==> config.mk <==
export PLATFORM = sky130hd
export DESIGN_NAME = lmc_merge
export DESIGN_NICKNAME = d
export VERILOG_FILES = /design/src/sv/lmc_pkg.sv /design/src/sv/lmc_merge.sv
export SDC_FILE = /design/constraint.sdc
export NUM_CORES = 1
export LEC_CHECK = 0
export BUFFER_PORTS_ARGS = -buffer_cell sky130_fd_sc_hd__buf_2
export CAP_MARGIN = 20
export CORE_AREA = 4 4 57 59
export DETAILED_ROUTE_END_ITERATION = 8
export DIE_AREA = 0 0 61 63
export PLACE_DENSITY_LB_ADDON = 0.12
export RECOVER_POWER = 25
export SLEW_MARGIN = 20
export SYNTH_ARGS = -nofsm -noshare
export SYNTH_HDL_FRONTEND = slang
export SYNTH_SLANG_ARGS = --single-unit
==> constraint.sdc <==
create_clock -name vclk -period 1.8
set_input_delay 0.09 -clock vclk [all_inputs]
set_output_delay 0.09 -clock vclk [all_outputs]
set_load 0.01 [all_outputs]
==> src/sv/lmc_pkg.sv <==
package lmc_pkg;

  // Label space and table geometry.
  localparam int LABEL_W          = 16;
  localparam int MAX_REAL_LABEL   = 4095;
  localparam int OCEAN_LABEL      = 65534;
  localparam int IMPASSABLE_LABEL = 65535;
  localparam int TABLE_DEPTH      = MAX_REAL_LABEL + 1;
  localparam int ADDR_W           = $clog2(TABLE_DEPTH);
  localparam int COLOR_W          = 24;
  localparam int NUM_LANES        = 3;

  // Colors as 0xRRGGBB.
  localparam logic [COLOR_W-1:0] COLOR_WATER   = 24'h5BADFF;
  localparam logic [COLOR_W-1:0] COLOR_WASTE   = 24'hAAAAAA;
  localparam logic [COLOR_W-1:0] COLOR_IMPASS  = 24'h473A28;
  localparam logic [COLOR_W-1:0] COLOR_OUTLINE = 24'h7F7F7F;
  localparam logic [COLOR_W-1:0] COLOR_WHITE   = 24'hFFFFFF;

  // Operation codes of an input word.
  localparam logic OP_LOAD   = 1'b0;
  localparam logic OP_RENDER = 1'b1;

  // Configuration register map.
  localparam int PADDR_W = 4;
  localparam int REG_IDX_W = 2;
  localparam logic [REG_IDX_W-1:0] REG_OUTLINE_ENABLE        = 2'd0;
  localparam logic [REG_IDX_W-1:0] REG_OUTLINE_SEAS          = 2'd1;
  localparam logic [REG_IDX_W-1:0] REG_OUTLINE_BETWEEN_WASTE = 2'd2;

  // One attribute table entry; sea is bit 0.
  typedef struct packed {
    logic [COLOR_W-1:0] fill;
    logic               has_fill;
    logic               titled;
    logic               sea;
  } entry_t;

  // What one lane reports about its label.
  typedef struct packed {
    logic [LABEL_W-1:0] label;
    logic               water;
    logic               waste;
    logic [COLOR_W-1:0] color;
  } lane_info_t;

  // Outline settings handed to the merge stage.
  typedef struct packed {
    logic outline_enable;
    logic outline_seas;
    logic outline_between_waste;
  } cfg_t;

endpackage

==> src/sv/lmc_merge.sv <==
module lmc_merge
  import lmc_pkg::*;
(
  input  cfg_t               cfg,
  input  lane_info_t         lane [NUM_LANES],
  output logic [COLOR_W-1:0] color,
  output logic               outlined
);

  logic differ;
  logic merged;
  logic land;

  // A boundary exists unless all three labels agree.
  assign differ = !((lane[0].label == lane[1].label) && (lane[0].label == lane[2].label));

  // Wasteland regions run together unless asked to keep their borders.
  assign merged = !cfg.outline_between_waste && lane[0].waste && lane[1].waste && lane[2].waste;

  // Water-only boundaries need the sea outline setting.
  assign land = !(lane[0].water && lane[1].water && lane[2].water);

  assign outlined = cfg.outline_enable && differ && !merged && (land || cfg.outline_seas);
  assign color    = outlined ? COLOR_OUTLINE : lane[0].color;

endmodule

==> flow_metrics.py, run 1 <==
metrics = {
    "yosys": {
        "syn_area_per_cell_sq_um": 7.61,
        "synth_area_sq_um": 548,
        "ys_seq_area_share_pct": 0,
        "synth_warnings": 0,
        "syn_nets": 201,
        "netlist_instances": 72,
        "ys_types": 14,
    },
    "global_routing": {
        "grt_pass1_wl_mm": 2.82,
        "first_global_vias": 738,
        "antenna_found_initial": 0,
        "grt_max_degree": 26,
        "overflow": 0,
        "track_usage_pct": 9.06,
    },
    "die": {
        "num_io_pins": 154,
        "initial_core_util_pct": 20.2,
        "coreArea_sq_um": 2710,
        "rows": 19,
        "die-area_sq_um": 3840,
        "die_h_um": 63,
        "die_w_um": 61,
    },
    "route": {
        "dr.first_iter.drc_count": 18,
        "ant_nets": 0,
        "wl_per_cell_um": 10.6,
        "drc_errors": 0,
        "wl_mm": 2.20,
        "via_per_inst": 4.23,
        "vias": 876,
        "firstDrtPassIters": 3,
    },
    "timing": {
        "setup_viol": 0,
        "period_needed_ns": 1.61,
        "slew_violations": 0,
        "tightestPinTransition_ns": 0.435,
        "relSlewSlack_pct": 70.9,
        "rsz0062_at_grt": "no",
        "fin_setup_tns_ns": 0,
        "min_period_over_period_pct": 89.3,
        "fmax_mhz": 622,
        "hold_viol_final": 0,
    },
    "hold_path": {
        "hp-start": "lane[86]",
        "hold_path_end": "color[2]",
        "hold_class": "primary input to primary output",
        "hold_depth": 3,
    },
    "power": {
        "p_switching_w": 0.000108,
        "combPwrFrac_pct": 100.0,
        "ir_worst_vdd_mv": 0.127,
        "p_int_w": 0.000149,
        "p_per_area_nw_per_um2": 232,
        "swShare_pct": 42.1,
        "cellLeakagePower_nw": 0.545,
        "power_frac_seq_pct": 0,
        "share_clk_of_total_power_pct": 0,
    },
    "cells_and_area": {
        "area_growth_pct": 103,
        "seqCellArea_sq_um": 0,
        "nClkBuffers": 0,
        "diodes": 0,
        "drive_gt1_share_pct": 61.9,
        "finish.utilization_pct": 41.0,
        "fin_nets": 307,
        "seq_cell_count": 0,
    },
    "critical_path": {
        "crit_type": "primary input to primary output",
        "critPathBufInv": 2,
        "critPathRequiredTime_ns": 1.71,
        "arrival_ns": 1.52,
        "crit_slowest_cell": "nor4_4",
        "start_kind": "primary input",
        "path_cells": "buf_2, xnor2_1, nand4_1, nor4_4, a21oi_4, or2_2, buf_2",
        "cp-end-kind": "primary output",
        "crit_path_start": "lane[119]",
        "crit_path_max_incr_delay_ns": 0.37,
        "cp_max_fo": 25,
        "cp_common_cell": "buf_2",
        "crit_family": "simple AND/OR/NAND/NOR gates",
    },
    "placed_design": {
        "port_buffers": 106,
        "gp_congestion": 0.698,
    },
    "run": {
        "cap_violations": 0,
    },
    "run_status": {
        "status": "finished, final reports clean",
    },
    "clocking": {
        "cts_hold_buf": 0,
    },
}
stage by stage:
step                      hold WS, ns  cell area (sq um)  setup WS (ns)  std cells  power (W)
after CTS                       0.444               1090         0.0654        207   0.000261
after global placement          0.445               1090         0.0982        207   0.000256
after floorplan                 0.287                548          0.543         72   0.000124
after global routing            0.461               1110        0.00954        207   0.000286
final                           0.441               1110          0.192        207   0.000257
after detailed placement        0.445               1090         0.0632        207   0.000260
layer usage:
metal / GRT usage [%] / up-vias / share of wire (%)
met5: 0 / - / 0
met4: 0 / 0 / 0
met3: 3.72 / 0 / 24
met2: 17.5 / 72 / 47
met1: 9.28 / 351 / 29
li1: - / 453 / -
cell families (layout without fill, tap and decap cells):
kind of cell | count (synthesis) | after routing | synth area share (%)
compound gates | 2 | 2 | 2.74
xor+xnor | 28 | 28 | 44.7
simple gates | 40 | 40 | 48.4
buf+inv | 2 | 106 | 4.11
tightest hold or removal path: stages:
cell,delay (ns)
buf_2,0.07
or2_1,0.08
buf_2,0.12
synthesized netlist by cell type, drive strengths merged:
master	number	area, sq um
or2	21	131
a21oi	1	8.76
nand3	1	5.00
nor3	2	10.0
and2b	3	26.3
and3	2	12.5
o22ai	1	6.26
buf	2	22.5
nand4b	2	17.5
nand4	7	43.8
nor4	2	18.8
xnor2	28	245
area by class of cell:
class                           instances  area [sq um]
Fill cell                             282          1600
Timing Repair Buffer                  106           524
Multi-Input combinational cell         70           548
Tap cell                               31          38.8
timing repair:
| item | 4_1_cts | 5_1_grt |
|---|---|---|
| resized for setup | 0 | 3 |
| setup buffers | 0 | 0 |
| setup endpoints to repair | 0 | 5 |
worst max-delay path by stage:
stage                      endpoint  slack, ns  cells past startpoint
final                      color[1]       0.19                      7
after detailed placement  color[15]       0.06                      7
after floorplan           color[13]       0.54                      6
after global placement    color[15]        0.1                      7
after CTS                 color[15]       0.07                      7
after global routing       color[1]       0.01                      7
power groups by stage:
stage               registers [W]  clock network [W]  logic (W)
floorplan                       0                  0   0.000124
global placement                0                  0   0.000256
detailed placement              0                  0   0.000260
CTS                             0                  0   0.000261
global route                    0                  0   0.000286
finish                          0                  0   0.000257
cells in the final DEF, fill, tap and decap left out, drive strengths merged, types with 2 or more instances in the layout:
cell / instances
and2b: 3
and3: 2
buf: 101
clkbuf: 5
nand4: 7
nand4b: 2
nor3: 2
nor4: 2
or2: 21
xnor2: 28
No activity file was read; power rests on OpenSTA's default activity.
==> inputs of run 2 (changes only) <==
--- a/config.mk
+++ b/config.mk
@@ -10,7 +10,7 @@
 export CORE_AREA = 4 4 57 59
 export DETAILED_ROUTE_END_ITERATION = 8
 export DIE_AREA = 0 0 61 63
-export PLACE_DENSITY_LB_ADDON = 0.12
+export PLACE_DENSITY_LB_ADDON = 0.05
 export RECOVER_POWER = 25
 export SLEW_MARGIN = 20
 export SYNTH_ARGS = -nofsm -noshare
==> run 2 against run 1 <==
  * Total power is 0.36% lower
  * First-iteration DRC count is 39% lower
  * Cell count stayed put
  * Highest routed layer unchanged
==> flow_metrics.py, run 2 (synthesis results as in run 1) <==
metrics = {
    "cells_and_area": {
        "mostFrequentLayoutCell": "buf_2",
        "drive_gt1_share_pct": 61.9,
        "multi_input_area_sq_um": 548,
        "seq_cell_count": 0,
        "area_growth_pct": 103,
        "final_cell_mix": "buf_2, xnor2_1, or2_1",
        "diodes": 0,
        "finalNonFillerCells": 207,
        "nClkBuffers": 0,
        "final_area_sq_um": 1110,
        "seqCellArea_sq_um": 0,
        "fillers": 287,
        "fin_nets": 307,
    },
    "global_routing": {
        "grt_pass1_wl_mm": 2.84,
        "track_usage_pct": 9.02,
        "overflow": 0,
        "first_global_vias": 759,
        "grt_max_degree": 26,
        "antenna_found_initial": 0,
    },
    "die": {
        "rows": 19,
        "die_w_um": 61,
        "coreArea_sq_um": 2710,
        "num_io_pins": 154,
        "die_h_um": 63,
        "die-area_sq_um": 3840,
        "initial_core_util_pct": 20.2,
    },
    "critical_path": {
        "crit_slowest_cell": "nor4_4",
        "cp_max_fo": 25,
        "start_kind": "primary input",
        "path_cells": "buf_2, xnor2_1, nand4_1, nor4_4, a21oi_4, or2_2, buf_2",
        "cp_common_cell": "buf_2",
        "crit_type": "primary input to primary output",
        "arrival_ns": 1.50,
        "crit_path_max_incr_delay_ns": 0.36,
        "critPathRequiredTime_ns": 1.71,
        "cp-end-kind": "primary output",
    },
    "power": {
        "ir_worst_vdd_mv": 0.115,
        "cellLeakagePower_nw": 0.544,
        "p_per_area_nw_per_um2": 231,
    },
    "placed_design": {
        "dp_cells": 207,
        "place_ws_ns": 0.0709,
        "gp_congestion": 0.719,
        "port_buffers": 106,
        "dpl-instance-area_sq_um": 1090,
    },
    "timing": {
        "rsz0062_at_grt": "no",
        "fin_setup_tns_ns": 0,
        "tightestPinTransition_ns": 0.428,
        "holdWs_ns": 0.439,
        "min_period_over_period_pct": 88.6,
        "setup_ws_ns": 0.205,
        "setup_viol": 0,
        "hold_viol_final": 0,
        "relSlewSlack_pct": 71.4,
        "period_needed_ns": 1.59,
        "slew_violations": 0,
        "fmax_mhz": 627,
    },
    "run": {
        "cap_violations": 0,
    },
    "route": {
        "wl_per_cell_um": 10.3,
        "firstDrtPassIters": 2,
        "ant_nets": 0,
        "vias": 853,
        "via_per_inst": 4.12,
        "drc_errors": 0,
        "dr.first_iter.drc_count": 11,
        "wl_mm": 2.14,
    },
    "hold_path": {
        "hold_class": "primary input to primary output",
    },
    "run_status": {
        "status": "finished, final reports clean",
    },
}
==> run 2: cell counts in the layout (fill, tap and decap cells not counted) <==
No cell type changed its count.
==> run 2: final cells by class <==
cell class                 instances  share of cell area (%)
multi-input combinational         70                    49.3
timing repair buffer             106                    47.2
tap                               31                    3.49
==> run 2: stage by stage <==
| stage | util, % | power [W] |
|---|---|---|
| CTS | 40.4 | 0.000260 |
| detailed placement | 40.4 | 0.000259 |
| global route | 41.0 | 0.000286 |
| global placement | 40.4 | 0.000257 |
| floorplan | - | 0.000124 |
| finish | 41.0 | 0.000256 |
==> run 2: worst paths after layout <==
path | cells after the start | start | to
worst max-delay path | 7 | lane[120] | color[0]
worst min-delay path | 3 | lane[87] | color[3]
==> run 2: what timing repair did <==
item / CTS / global route
endpoints found under the setup margin: 0 / 5
resized for setup: 0 / 3
buffers inserted: 0 / 0
hold buffers: 0 / 0
==> run 2: worst max-delay path: cells and delay by family <==
family          cells  cell delay (ns)
simple gates        3             0.82
buf+inv             2             0.25
compound gates      1             0.18
xor+xnor            1             0.15
==> run 2: routing by layer <==
layer	GRT usage (%)	wire length, um	vias up
li1	-	-	452
met1	8.18	641	331
met2	19.7	1040	70
met3	2.07	461	0
met4	0	0	0
met5	0	0	-
==> run 2: power by group <==
part	total [W]	internal [W]	switching, W
combinational	0.000256	0.000149	0.000107
clock	0	0	0
sequential	0	0	0
total	0.000256	0.000149	0.000107
==> inputs of run 3 (changes only) <==
==> constraint.sdc (replaced) <==
create_clock -name vclk -period 1.8
set_input_delay 0.45 -clock vclk [all_inputs]
set_output_delay 0.45 -clock vclk [all_outputs]
set_load 0.01 [all_outputs]
==> run 3 against run 2 <==
  * Critical path depth increased by 1
  * Combinational power increased by 32%
  * The run now ends with negative setup slack left
  * Core utilization increased by 12 points
  * Critical path type unchanged
  * Maximum frequency decreased by 30%
  * Total power increased by 32%
  * Cell count increased by 2.4%
  * Non-clock buffer count increased by 3
  * Sequential share of layout area unchanged
  * Die area unchanged
  * Largest power group unchanged
==> flow_metrics.py, run 3 (synthesis results as in run 1) <==
metrics = {
    "run_status": {
        "status": "finished, violations left",
        "violations": "negative setup slack",
    },
    "route": {
        "via_per_inst": 4.39,
        "dr.first_iter.drc_count": 16,
        "wl_mm": 2.75,
        "firstDrtPassIters": 3,
        "vias": 930,
        "wl_per_cell_um": 13.0,
        "drc_errors": 0,
        "ant_nets": 0,
    },
    "placed_design": {
        "dpl-instance-area_sq_um": 1130,
        "hpwl_mm": 2.19,
        "port_buffers": 106,
        "gp_congestion": 0.777,
    },
    "die": {
        "coreArea_sq_um": 2710,
        "initial_core_util_pct": 20.2,
        "num_io_pins": 154,
        "rows": 19,
        "die_h_um": 63,
        "die_w_um": 61,
        "die-area_sq_um": 3840,
    },
    "critical_path": {
        "cp_num_cells": 8,
        "arrival_ns": 1.82,
        "cp_common_cell": "buf_6",
        "path_cells": "buf_2, xnor2_2, nand4_1, nor4_4, buf_6, a21oi_4, or2_4, buf_6",
        "cp-end-kind": "primary output",
        "critPathRequiredTime_ns": 1.35,
        "start_kind": "primary input",
        "critPathBufInv": 3,
        "crit_slowest_cell": "nor4_4",
        "crit_path_max_incr_delay_ns": 0.30,
        "cp_max_fo": 7,
        "crit_family": "simple AND/OR/NAND/NOR gates",
        "crit_type": "primary input to primary output",
    },
    "global_routing": {
        "overflow": 0,
        "antenna_found_initial": 0,
        "grt_pass1_wl_mm": 4.02,
        "track_usage_pct": 13.2,
        "grt_max_degree": 13,
        "first_global_vias": 924,
    },
    "hold_path": {
        "hp-start": "lane[104]",
        "hold_path_end": "color[20]",
        "hold_class": "primary input to primary output",
        "hold_depth": 3,
    },
    "timing": {
        "setup_viol": 25,
        "fmax_mhz": 441,
        "hold_viol_final": 0,
        "slew_violations": 0,
        "setup_ws_ns": -0.467,
        "rsz0062_at_grt": "yes",
        "tightestPinTransition_ns": 0.325,
        "period_needed_ns": 2.27,
        "min_period_over_period_pct": 126,
        "relSlewSlack_pct": 78.3,
    },
    "cells_and_area": {
        "final_area_sq_um": 1440,
        "diodes": 0,
        "seqCellArea_sq_um": 0,
        "area_growth_pct": 162,
        "fin_nets": 312,
        "nClkBuffers": 0,
        "seq_cell_count": 0,
        "mostFrequentLayoutCell": "buf_2",
        "drive_gt1_share_pct": 76.2,
        "final_cell_mix": "buf_2, buf_6, or2_1",
    },
    "power": {
        "finalPower_w": 0.000339,
        "ir_worst_vdd_mv": 0.151,
        "cellLeakagePower_nw": 0.722,
        "p_per_area_nw_per_um2": 236,
    },
    "clocking": {
        "cts_hold_buf": 0,
    },
    "run": {
        "cap_violations": 0,
    },
}
[run 3: changes by cell type in the layout (fill, tap and decap cells not counted), moves of 2 or more]
cell / delta
or2_2: -2
xnor2_1: -13
and3_1: -2
clkbuf_1: -5
and3_4: +2
nor3_2: +2
or2_4: +3
buf_6: +20
nor3_1: -2
buf_2: -14
xnor2_2: +13
[run 3: cell type report]
type	instances	area, sq um
timing repair buffer	109	683
tap	31	38.8
fill	259	1270
multi-input combinational	72	713
[run 3: metal layers]
layer | GRT usage [%] | part of all wire, % | vias to the layer above
li1 | - | - | 467
met5 | 0 | 0 | -
met3 | 2.69 | 16 | 0
met2 | 27.8 | 53 | 68
met4 | 0 | 0 | 0
met1 | 13.1 | 31 | 395
[run 3: worst max-delay path by stage]
stage                     startpoint         to  slack (ns)
after floorplan            lane[120]  color[10]       -0.15
after global placement      lane[69]  color[15]       -0.62
after detailed placement    lane[69]  color[15]       -0.65
after CTS                   lane[37]  color[14]       -0.48
after global routing        lane[35]  color[14]       -0.57
final                       lane[35]  color[10]       -0.47
[run 3: through the flow]
stage / instances / setup TNS [ns] / hold WS, ns / worst slack, ns / utilization, %
5_1_grt: 212 / -13.57 / 1.18 / -0.568 / 53.0
4_1_cts: 212 / -10.94 / 1.16 / -0.478 / 49.5
3_5_place_dp: 207 / -14.08 / 1.16 / -0.652 / 41.6
3_3_place_gp: 207 / -13.95 / 1.17 / -0.615 / 41.6
6_report: 212 / -10.92 / 1.16 / -0.467 / 53.0
2_1_floorplan: 72 / -2.92 / 0.998 / -0.150 / -
[run 3: what timing repair did]
action | CTS | global route
pin swaps | 17 | 16
cloned | 2 | 0
endpoints found under the setup margin | 25 | 25
buffers inserted | 3 | 0
gates resized for setup | 30 | 18
[run 3: where the power goes]
| part | internal (W) | leakage [nW] | switching, W | total [W] |
|---|---|---|---|---|
| sequential | 0 | 0 | 0 | 0 |
| combinational | 0.000207 | 0.722 | 0.000133 | 0.000339 |
| clock | 0 | 0 | 0 | 0 |
